[src/hdl/cbm_pkg.sv]
// Shared types, codes and constants for the cartridge bank mapper.
`timescale 1ns / 1ps
package cbm_pkg;

    localparam int REG_COUNT = 16;
    localparam int REG_IDX_W = $clog2(REG_COUNT);

    // Bus access kinds
    localparam logic [1:0] CMD_CPU_RD = 2'd0;
    localparam logic [1:0] CMD_CPU_WR = 2'd1;
    localparam logic [1:0] CMD_PPU_RD = 2'd2;
    localparam logic [1:0] CMD_PPU_WR = 2'd3;

    // Result memory targets
    localparam logic [2:0] TGT_NONE    = 3'd0;
    localparam logic [2:0] TGT_PRG_ROM = 3'd1;
    localparam logic [2:0] TGT_PRG_RAM = 3'd2;
    localparam logic [2:0] TGT_CHR_ROM = 3'd3;
    localparam logic [2:0] TGT_CHR_RAM = 3'd4;

    // Configuration register indexes
    localparam logic [1:0] CFG_PRG_MASK   = 2'd0;
    localparam logic [1:0] CFG_CHR_MASK   = 2'd1;
    localparam logic [1:0] CFG_CHR_IS_RAM = 2'd2;
    localparam logic [1:0] CFG_PRG_RAM    = 2'd3;

    // Parameter register roles
    localparam logic [REG_IDX_W-1:0] PREG_PRG_6000 = REG_IDX_W'(8);
    localparam logic [REG_IDX_W-1:0] PREG_PRG_8000 = REG_IDX_W'(9);
    localparam logic [REG_IDX_W-1:0] PREG_PRG_A000 = REG_IDX_W'(10);
    localparam logic [REG_IDX_W-1:0] PREG_PRG_C000 = REG_IDX_W'(11);
    localparam logic [REG_IDX_W-1:0] PREG_MIRROR   = REG_IDX_W'(12);
    localparam logic [REG_IDX_W-1:0] PREG_IRQ_CTRL = REG_IDX_W'(13);
    localparam logic [REG_IDX_W-1:0] PREG_IRQ_LO   = REG_IDX_W'(14);
    localparam logic [REG_IDX_W-1:0] PREG_IRQ_HI   = REG_IDX_W'(15);

    localparam logic [7:0] RST_PRG_MASK = 8'd15;
    localparam logic [7:0] RST_CHR_MASK = 8'd127;

    typedef logic [7:0] t_reg_file [REG_COUNT];

    typedef struct packed {
        logic [1:0]  command;
        logic [15:0] bus_address;
        logic [7:0]  write_data;
    } t_access;

    typedef struct packed {
        logic [7:0] prg_bank_mask;
        logic [7:0] chr_bank_mask;
        logic       chr_is_ram;
        logic       prg_ram_present;
    } t_cfg;

    typedef struct packed {
        logic [1:0]  mirroring;
        logic        irq_line;
        logic        memory_write;
        logic [20:0] memory_address;
        logic [2:0]  target;
    } t_result;

endpackage

[src/hdl/cbm_regs.sv]
// Mapper state: command index, parameter registers and the IRQ down-counter.
`timescale 1ns / 1ps
module cbm_regs (
    input  logic            i_clk,
    input  logic            i_rst_n,
    input  logic            i_accept,
    input  cbm_pkg::t_access i_access,
    output cbm_pkg::t_reg_file o_regs,
    output logic            o_irq_next,
    output logic [1:0]      o_mirror_next
);
    import cbm_pkg::*;

    logic [REG_IDX_W-1:0] r_cmd_index;
    t_reg_file            r_regs;
    logic [15:0]          r_irq_count;
    logic                 r_irq_pending;

    logic [REG_IDX_W-1:0] n_cmd_index;
    t_reg_file            n_regs;
    logic [15:0]          n_irq_count;
    logic                 n_irq_pending;

    logic        is_cpu;
    logic        is_cpu_wr;
    logic        tick;
    logic [15:0] cnt_dec;
    logic        sel_wr;
    logic        data_wr;

    always_comb begin
        is_cpu    = (i_access.command == CMD_CPU_RD) || (i_access.command == CMD_CPU_WR);
        is_cpu_wr = (i_access.command == CMD_CPU_WR);
        tick      = is_cpu && r_regs[PREG_IRQ_CTRL][7] && r_regs[PREG_IRQ_CTRL][0];
        cnt_dec   = r_irq_count - 16'd1;
        sel_wr    = is_cpu_wr && (i_access.bus_address[15:13] == 3'b100);
        data_wr   = is_cpu_wr && (i_access.bus_address >= 16'hA000);

        n_cmd_index   = r_cmd_index;
        n_regs        = r_regs;
        n_irq_count   = tick ? cnt_dec : r_irq_count;
        n_irq_pending = r_irq_pending | (tick && (r_irq_count == 16'd0));

        if (sel_wr) begin
            n_cmd_index = i_access.write_data[REG_IDX_W-1:0];
        end
        if (data_wr) begin
            n_regs[r_cmd_index] = i_access.write_data;
            case (r_cmd_index)
                PREG_IRQ_CTRL: n_irq_pending = 1'b0;
                PREG_IRQ_LO:   n_irq_count   = {n_irq_count[15:8], i_access.write_data};
                PREG_IRQ_HI:   n_irq_count   = {i_access.write_data, n_irq_count[7:0]};
                default:       ;
            endcase
        end
    end

    always_ff @(posedge i_clk) begin
        if (!i_rst_n) begin
            r_cmd_index   <= '0;
            r_irq_count   <= '0;
            r_irq_pending <= 1'b0;
            for (int k = 0; k < REG_COUNT; k++) begin
                r_regs[k] <= '0;
            end
        end else if (i_accept) begin
            r_cmd_index   <= n_cmd_index;
            r_regs        <= n_regs;
            r_irq_count   <= n_irq_count;
            r_irq_pending <= n_irq_pending;
        end
    end

    assign o_regs        = r_regs;
    assign o_irq_next    = n_irq_pending;
    assign o_mirror_next = n_regs[PREG_MIRROR][1:0] ^ 2'b01;

endmodule

[src/hdl/cbm_decode.sv]
// Address decode: selects the target memory and forms the physical address.
`timescale 1ns / 1ps
module cbm_decode (
    input  cbm_pkg::t_access   i_access,
    input  cbm_pkg::t_reg_file i_regs,
    input  cbm_pkg::t_cfg      i_cfg,
    output logic [2:0]         o_target,
    output logic [20:0]        o_memory_address,
    output logic               o_memory_write
);
    import cbm_pkg::*;

    logic [7:0]  prg_bank;
    logic [7:0]  chr_bank;
    logic [20:0] prg_addr;
    logic [20:0] chr_addr;
    logic        ram_mapped;
    logic [15:0] addr;

    always_comb begin
        addr       = i_access.bus_address;
        ram_mapped = (i_regs[PREG_PRG_6000][7:6] == 2'b11);

        case (addr[15:13])
            3'b011:  prg_bank = {2'b00, i_regs[PREG_PRG_6000][5:0]};
            3'b100:  prg_bank = i_regs[PREG_PRG_8000];
            3'b101:  prg_bank = i_regs[PREG_PRG_A000];
            3'b110:  prg_bank = i_regs[PREG_PRG_C000];
            default: prg_bank = i_cfg.prg_bank_mask;
        endcase
        prg_addr = {(prg_bank & i_cfg.prg_bank_mask), addr[12:0]};

        chr_bank = i_regs[{1'b0, addr[12:10]}];
        chr_addr = {3'b000, (chr_bank & i_cfg.chr_bank_mask), addr[9:0]};

        o_target         = TGT_NONE;
        o_memory_address = '0;
        o_memory_write   = 1'b0;

        case (i_access.command)
            CMD_CPU_RD, CMD_CPU_WR: begin
                if (addr[15:13] == 3'b011) begin
                    if (ram_mapped) begin
                        if (i_cfg.prg_ram_present) begin
                            o_target         = TGT_PRG_RAM;
                            o_memory_address = {8'd0, addr[12:0]};
                            o_memory_write   = (i_access.command == CMD_CPU_WR);
                        end
                    end else if (i_access.command == CMD_CPU_RD) begin
                        o_target         = TGT_PRG_ROM;
                        o_memory_address = prg_addr;
                    end
                end else if (addr[15] && (i_access.command == CMD_CPU_RD)) begin
                    o_target         = TGT_PRG_ROM;
                    o_memory_address = prg_addr;
                end
            end
            CMD_PPU_RD: begin
                o_target         = i_cfg.chr_is_ram ? TGT_CHR_RAM : TGT_CHR_ROM;
                o_memory_address = chr_addr;
            end
            default: begin
                // writes land only in CHR RAM
                if (i_cfg.chr_is_ram) begin
                    o_target         = TGT_CHR_RAM;
                    o_memory_address = chr_addr;
                    o_memory_write   = 1'b1;
                end
            end
        endcase
    end

endmodule

[src/hdl/cartridge_bank_mapper_with_irq_unit.sv]
// Top level of the cartridge bank mapper with an IRQ that counts CPU accesses.
`timescale 1ns / 1ps
// Usage:
//   Slave stream (i_s_*) carries one bus access per transaction: tuser holds
//   the access kind (CPU read/write, PPU read/write), tdata the bus address
//   and the write byte. Master stream (o_m_*) returns one result per access:
//   target memory, physical address, write strobe, IRQ line and mirroring.
//   Configuration (i_cfg_*) sets bank masks and memory presence; write it
//   only while no access is in flight. o_cfg_ready is always high.
// Throughput:
//   A taken access's result is registered. One access per cycle is sustained
//   while the master side takes results: decode and state update are a single
//   combinational pass from the accepted access to the output buffer.
//   A two-deep output buffer (result register plus skid register) lets an
//   access be taken while the previous result still waits; the slave side
//   stalls only when both are full.
// Reset:
//   Synchronous active-low reset clears the command index, all parameter
//   registers, the IRQ counter and pending flag, empties the output buffer
//   and restores the configuration defaults.
module cartridge_bank_mapper_with_irq_unit (
    input  logic        i_clk,
    input  logic        i_rst_n,
    // slave stream
    input  logic        i_s_tvalid,
    output logic        o_s_tready,
    input  logic [1:0]  i_s_tuser,   // [1:0] command
    input  logic [23:0] i_s_tdata,   // [15:0] bus_address, [23:16] write_data
    // master stream
    output logic        o_m_tvalid,
    input  logic        i_m_tready,
    output logic [31:0] o_m_tdata,   // [2:0] target, [23:3] memory_address,
                                     // [24] memory_write, [25] irq_line,
                                     // [27:26] mirroring, [31:28] zero
    // configuration write channel
    input  logic        i_cfg_valid,
    output logic        o_cfg_ready,
    input  logic [1:0]  i_cfg_index,
    input  logic [7:0]  i_cfg_data
);
    import cbm_pkg::*;

    t_access   acc;
    t_reg_file regs;
    t_cfg      r_cfg;
    t_result   res;
    t_result   r_out;
    t_result   r_skid;
    logic      r_out_valid;
    logic      r_skid_valid;
    logic      accept;
    logic      pop;
    logic      irq_next;
    logic [1:0] mirror_next;
    logic [2:0]  dec_target;
    logic [20:0] dec_addr;
    logic        dec_wr;

    assign acc.command     = i_s_tuser;
    assign acc.bus_address = i_s_tdata[15:0];
    assign acc.write_data  = i_s_tdata[23:16];

    assign o_s_tready  = !r_skid_valid;
    assign accept      = i_s_tvalid && o_s_tready;
    assign pop         = r_out_valid && i_m_tready;
    assign o_cfg_ready = 1'b1;

    always_ff @(posedge i_clk) begin
        if (!i_rst_n) begin
            r_cfg.prg_bank_mask   <= RST_PRG_MASK;
            r_cfg.chr_bank_mask   <= RST_CHR_MASK;
            r_cfg.chr_is_ram      <= 1'b0;
            r_cfg.prg_ram_present <= 1'b1;
        end else if (i_cfg_valid) begin
            unique case (i_cfg_index)
                CFG_PRG_MASK:   r_cfg.prg_bank_mask   <= i_cfg_data;
                CFG_CHR_MASK:   r_cfg.chr_bank_mask   <= i_cfg_data;
                CFG_CHR_IS_RAM: r_cfg.chr_is_ram      <= i_cfg_data[0];
                CFG_PRG_RAM:    r_cfg.prg_ram_present <= i_cfg_data[0];
                default:        ;
            endcase
        end
    end

    cbm_regs u_regs (
        .i_clk         (i_clk),
        .i_rst_n       (i_rst_n),
        .i_accept      (accept),
        .i_access      (acc),
        .o_regs        (regs),
        .o_irq_next    (irq_next),
        .o_mirror_next (mirror_next)
    );

    cbm_decode u_decode (
        .i_access         (acc),
        .i_regs           (regs),
        .i_cfg            (r_cfg),
        .o_target         (dec_target),
        .o_memory_address (dec_addr),
        .o_memory_write   (dec_wr)
    );

    always_comb begin
        res.target         = dec_target;
        res.memory_address = dec_addr;
        res.memory_write   = dec_wr;
        res.irq_line       = irq_next;
        res.mirroring      = mirror_next;
    end

    // Result register with skid stage behind it
    always_ff @(posedge i_clk) begin
        if (!i_rst_n) begin
            r_out_valid  <= 1'b0;
            r_skid_valid <= 1'b0;
        end else if (accept) begin
            if (!r_out_valid || pop) begin
                r_out_valid <= 1'b1;
            end else begin
                r_skid_valid <= 1'b1;
            end
        end else if (pop) begin
            r_out_valid  <= r_skid_valid;
            r_skid_valid <= 1'b0;
        end
    end

    always_ff @(posedge i_clk) begin
        if (accept) begin
            if (!r_out_valid || pop) begin
                r_out <= res;
            end else begin
                r_skid <= res;
            end
        end else if (pop && r_skid_valid) begin
            r_out <= r_skid;
        end
    end

    assign o_m_tvalid = r_out_valid;
    assign o_m_tdata  = {4'b0000, r_out};

endmodule

[config.mk]
export PLATFORM = sky130hd
export DESIGN_NAME = cartridge_bank_mapper_with_irq_unit
export DESIGN_NICKNAME = d
export VERILOG_FILES = /design/src/hdl/cbm_pkg.sv /design/src/hdl/cbm_regs.sv /design/src/hdl/cbm_decode.sv /design/src/hdl/cartridge_bank_mapper_with_irq_unit.sv
export SDC_FILE = /design/constraint.sdc
export NUM_CORES = 1
export LEC_CHECK = 0
export BUFFER_PORTS_ARGS = -buffer_cell sky130_fd_sc_hd__buf_2
export CAP_MARGIN = 30
export CORE_MARGIN = 5
export CORE_UTILIZATION = 45
export DETAILED_ROUTE_END_ITERATION = 8
export PLACE_DENSITY = 0.73
export SYNTH_ARGS = -nofsm -noshare
export SYNTH_HDL_FRONTEND = slang
export SYNTH_SLANG_ARGS = --single-unit
[constraint.sdc]
create_clock -name i_clk -period 4 [get_ports i_clk]
set_input_delay 0.4 -clock i_clk [delete_from_list [all_inputs] [get_ports i_clk]]
set_output_delay 0.4 -clock i_clk [all_outputs]
set_load 0.02 [all_outputs]
* Yosys cells after proc, flatten, opt, wreduce, memory -nomap -nowiden
Cells that the tools add are included.
** Word-level totals
- Register bits after elaboration :: 225
- Bits of input ports :: 41
** Operators by class
- Reduce and logical (&&, ||, !) cells :: 30
- Add/subtract/negate cells :: 1
- Bitwise gates (word level) :: 7
- Magnitude comparators :: 4
- Eq/ne operators :: 15
- Multiplexer cells :: 42
** Operator list (count)
- $bwmux W128 :: 1
- $mux W21 :: 4
- $mux W28 :: 3
- $pmux W21 S2 :: 1
- $bmux W8 S4 :: 1
- $demux W8 S4 :: 1
- $mux W16 :: 2
- $pmux W16 S2 :: 1
- $pmux W8 S4 :: 1
- $mux W26 :: 1
- $mux W8 :: 3
- $reduce_and A2 Y1 :: 10
- $mux W18 :: 1
- $and A8 B8 Y8 :: 2
- $ge A16 B16 Y1 const B :: 1
- $logic_not A16 Y1 :: 1
- $sub A16 B1 Y16 const B :: 1
- $mux W1 :: 14
- $mux W13 :: 1
- $eq A4 B4 Y1 const B :: 3
- $mux W3 :: 4
- $ge A5 B5 Y1 const B :: 2
- $logic_and A1 B1 Y1 :: 10
- $eq A3 B3 Y1 const B :: 3
- other kinds (18) :: 27

* Depth between registers and ports, before layout
- Depth in word-level cells :: 10
- Mapped depth :: 8
- Mapped depth without buffers :: 7

* Modules after synthesis
A second synthesis with hierarchy kept.
** Second synthesis, totals
- Cells, all modules :: 1000
- Area, all modules :: 9663.0 sq um
** Modules (own cells, without submodules)
- cbm_regs :: cells an instance 671, times used 1, area an instance 5716.7 sq um, seq. area each 2982.9 sq um
- cartridge_bank_mapper_with_irq_unit :: cells an instance 186, times used 1, area an instance 2854.0 sq um, seq. area each 2082.0 sq um
- cbm_decode :: cells an instance 143, times used 1, area an instance 1092.3 sq um, seq. area each 0.0 sq um

* Worst setup path after synthesis
Ideal clock, no wire load.
- Path kind :: in2reg
- From :: input i_s_tvalid
- To :: register r_out, in the netlist o_m_tdata[0], enable pin
- Path buffers :: 2
- Data required time :: 3.578 ns
- Setup time :: 0.422 ns
- Setup slack :: 0.892 ns
- Arrival :: 2.686 ns
- Stages :: 5
- Cell sequence :: nor2b_1 clkbuf_1 clkbuf_1 a21oi_1 a21oi_1
** On the way
- Cells in the longest elaborated chain, start to end :: 3
** Ends and longest elaborated chain
- start: declaration :: line cartridge_bank_mapper_with_irq_unit.sv:25 : input logic i_s_tvalid,
- $logic_and A1 B1 Y1 (*) :: line cartridge_bank_mapper_with_irq_unit.sv:64 : assign accept = i_s_tvalid && o_s_tready;
- $ne A2 B1 Y1 (no source line) or $reduce_bool A2 Y1 (tied branches)
- $reduce_and A2 Y1 (no source line) (*)
- end signal: assignment :: line cartridge_bank_mapper_with_irq_unit.sv:132 : r_out <= res;
- end signal: assignment :: line cartridge_bank_mapper_with_irq_unit.sv:137 : r_out <= r_skid;
- end: declaration :: line cartridge_bank_mapper_with_irq_unit.sv:47 : t_result r_out;
Every way passes the cells marked *; elsewhere a longest branch is shown, timed or not.
A chain may end at the register's enable or synchronous reset.

* Worst setup path after layout
- From :: register u_regs.r_cmd_index[1]
- To :: register u_regs.r_irq_count[11]
** On the way
- Cells in the longest elaborated chain, start to end :: 3
** Ends and longest elaborated chain
- start: declaration :: line cbm_regs.sv:14 : logic [REG_IDX_W-1:0] r_cmd_index;
- start signal: assignment :: line cbm_regs.sv:67 : r_cmd_index <= n_cmd_index;
- $eq A4 B4 Y1 :: line cbm_regs.sv:49 : case (r_cmd_index)
- $pmux W16 S2 (*) :: line cbm_regs.sv:49
- $mux W16 (*) :: line cbm_regs.sv:47 : if (data_wr) begin
- end signal: assignment :: line cbm_regs.sv:69 : r_irq_count <= n_irq_count;
- end: declaration :: line cbm_regs.sv:16 : logic [15:0] r_irq_count;
Marks and branches as above.

==> impl_metrics.tcl <==
set metrics [dict create \
    clock_sinks 197 \
    reg2reg_slack_ns 1.77 \
    fp.dieH_um 150.4 \
    syn_to_final_growth_pct 11.70 \
    clk_latency_ns 0.43 \
    grt_first_pass_wirelength_mm 34.69 \
    finalPower_mw 4.043 \
    die_area_um2 22620 \
    crit_chain "nand2_1 > or3_1 > nor2_1 > nor3_1 > a311oi_1" \
    cpPeakStageDelay_ns 0.61 \
    synth-async-reset-ratio_pct 0 \
    grt_start_max_net_pins 70 \
    ir_worst_vdd_uv 232.3 \
    holdCritStartpoint "i_cfg_data[6]" \
    wl_per_cell_um 18.32 \
    worstSetupStartpointType "flip-flop" \
    hold_class "in2reg" \
    hpwlAfterDp_mm 14.97 \
    cts_max_level 4 \
    hold_path_end "r_cfg[8]$_SDFFE_PN1P_" \
    cp_slowest_cell "or3_1" \
    crit_arrival_ns 2.58 \
    finalNonFillerCells 1202 \
    portBuffers 70 \
    status "finished, final reports clean" \
    setup_tns_ns 0 \
    skew_ns 0.009331 \
    setup_viol 0 \
    initial_core_util_pct 45.57 \
    finalMaxSlewViolations 0 \
    track_usage_pct 19.71 \
    worstSetupEndpointType "flip-flop" \
    ctsRootBufferMaster "clkbuf_16" \
    p_leak_nw 3.609 \
    post_cts_buffers 0 \
    die_width_um 150.4 \
    crit_fanout 12 \
    max-slew-margin-rel_pct 38.74 \
    cts_tree "built" \
    num_antenna_cells 0 \
    fmax_mhz 447.5 \
    vias 6885 \
    syn_area_um2 8869 \
    core_um2 19460 \
    cts_hold_buf 0 \
    ys_seq_area_share_pct 50.79 \
    cts_buffers 17 \
    synth-edff-count 56 \
    final_antenna_net_count 0 \
    final_area_um2 9906 \
    r2r-end "u_regs.r_irq_count[11]$_SDFFE_PN0P_" \
    drtPass1Iterations 5 \
    tightest_slew_ns 0.9189 \
    syn_inst 890 \
    yosys_warnings 0 \
    rsz0062_at_grt "false" \
    antenna_found_initial 1 \
    drive_above_1_share_pct 21.24 \
    via_per_inst 5.728 \
    post_dp_cell_area_um2 9346 \
    placed_cells 1169 \
    grt_pass1_vias 6460 \
    seqCellArea_um2 4504 \
    wl_mm 22.02 \
    post-route-period-util_pct 55.86 \
    crit_family "simple AND/OR/NAND/NOR gates" \
    avgSynthCellArea_um2 9.965 \
    reg2reg_depth 5 \
    cts_resized 0 \
    hold_ws_ns 0.2068 \
    r2r_start "u_regs.r_cmd_index[1]$_SDFFE_PN0P_" \
    fill_cells 1767 \
    worstPathRequired_ns 4.34 \
    cts_buffer_depth 2 \
    num_io_pins 76 \
    cts.reportedPaths.clkPinSlew_ns 0.07 \
    hold_viol 0 \
    drc 0 \
    num_rows 51 \
    grt_overflow_total 0 \
    drtIter0Drc 734 \
    drv_cap 0 \
    multi_input_area_um2 4060 \
    final_nets 967 \
    synth_seq_cells 197 \
    synth_cell_type_count 62 \
    critPathBufInv 0 \
    crit_type "reg2reg" \
    synth_flop_cell "dfxtp_1" \
    pwr_density_cell_nw_per_um2 408.1 \
    holdPathStages 3 \
    routabilityCongestion 0.8517 \
    min_period_ns 2.234 \
]
## worst max-delay path by stage
stage	slack [ns]	from	cells past startpoint	end
floorplan	0.89	i_s_tvalid	5	o_m_tdata[0]$_DFFE_PP_
global placement	1.60	i_s_tuser[1]	5	u_regs.o_regs[98]$_SDFFE_PN0P_
detailed placement	1.54	u_regs.r_cmd_index[1]$_SDFFE_PN0P_	5	u_regs.r_irq_count[8]$_SDFFE_PN0P_
CTS	1.57	u_regs.r_cmd_index[1]$_SDFFE_PN0P_	5	u_regs.r_irq_count[8]$_SDFFE_PN0P_
global route	1.53	r_skid_valid$_SDFFE_PN0P_	5	u_regs.o_regs[39]$_SDFFE_PN0P_
finish	1.77	u_regs.r_cmd_index[1]$_SDFFE_PN0P_	5	u_regs.r_irq_count[11]$_SDFFE_PN0P_
## report_power, final
group          internal, mW  total [mW]  switching [mW]
logic                 0.101       0.319           0.218
registers              2.10        2.12          0.0213
clock network         0.859        1.60           0.745
## layout make-up
cell class / instances / share of cell area, %
sequential: 197 / 45.47
multi-input combinational: 620 / 40.99
clock buffer: 23 / 4.863
timing repair buffer: 80 / 4.320
tap: 265 / 3.347
clock inverter: 9 / 0.7073
inverter: 8 / 0.3031
## registers in the layout (all words and copies together) (netlist names)
name / cells
u_regs.o_regs: 100
r_cfg: 18
u_regs.r_cmd_index: 4
o_m_tvalid: 1
o_m_tdata: 28
u_regs.r_irq_pending: 1
u_regs.r_irq_count: 16
r_skid: 28
r_skid_valid: 1
## stage by stage
stage	utilization [%]	setup WS, ns
6_report	50.90	1.766
2_1_floorplan	-	0.8920
3_5_place_dp	48.02	1.544
3_3_place_gp	48.02	1.598
5_1_grt	50.90	1.532
4_1_cts	50.86	1.570
## cell usage in the layout, fill, tap and decap left out, types with 9 or more instances in the layout
master / netlist / routed
a21boi_0: 14 / 14
a21oi_1: 16 / 15
a31o_2: 34 / 34
buf_2: 11 / 69
buf_4: 7 / 10
clkbuf_16: 0 / 17
dfxtp_1: 141 / 141
edfxtp_1: 56 / 56
mux2_2: 35 / 35
mux2i_1: 43 / 43
nand2_1: 92 / 92
nand3_1: 56 / 56
nor2_1: 56 / 56
nor2b_1: 53 / 52
nor3_1: 18 / 18
o21ai_0: 73 / 73
o22ai_1: 9 / 9
## routing by layer
layer	part of all wire, %	GRT usage [%]	routed length [µm]
met5	0.050	0	11
met4	2.0	6.862	435
met3	7.9	4.846	1749
met2	45	29.74	9890
met1	45	27.68	9936
## synth_stat cells, drive strengths merged (4+ instances only)
cell	number	area share (%)
dfxtp	141	32
nand2	92	3.9
o21ai	74	4.2
nor2	58	2.7
edfxtp	56	19
nand3	56	3.2
nor2b	53	3.7
clkbuf	45	1.9
mux2i	43	4.9
mux2	35	4.4
a31o	34	3.4
buf	23	1.4
nor3	20	1.3
a21oi	16	0.90
a21boi	14	1.2
o22ai	9	0.63
inv	8	0.34
mux4	8	2.0
nand2b	8	0.56
nor4	8	0.56
o21a	8	0.68
nand4	6	0.42
o31ai	6	0.51
nor3b	5	0.42
or3	5	0.35
a211oi	4	0.34
and3	4	0.28
nand4b	4	0.39
o2111ai	4	0.39
## worst min-delay path, cell delays in order
cell	delay [ns]
buf_2	0.09
nand2_1	0.04
nand3_1	0.06
## logic make-up after synthesis
family                   count (synthesis)  share of synthesized area [%]
AO/OA/AOI/OAI                          192                          14.45
adder cells (fa/ha/maj)                  2                         0.2821
buffers and inverters                   76                          3.682
flip-flops                             197                          50.79
multiplexers                            86                          11.33
other                                    2                        0.08468
AND/OR/NAND/NOR                        335                          19.38
(Power assumes the default switching activity.)
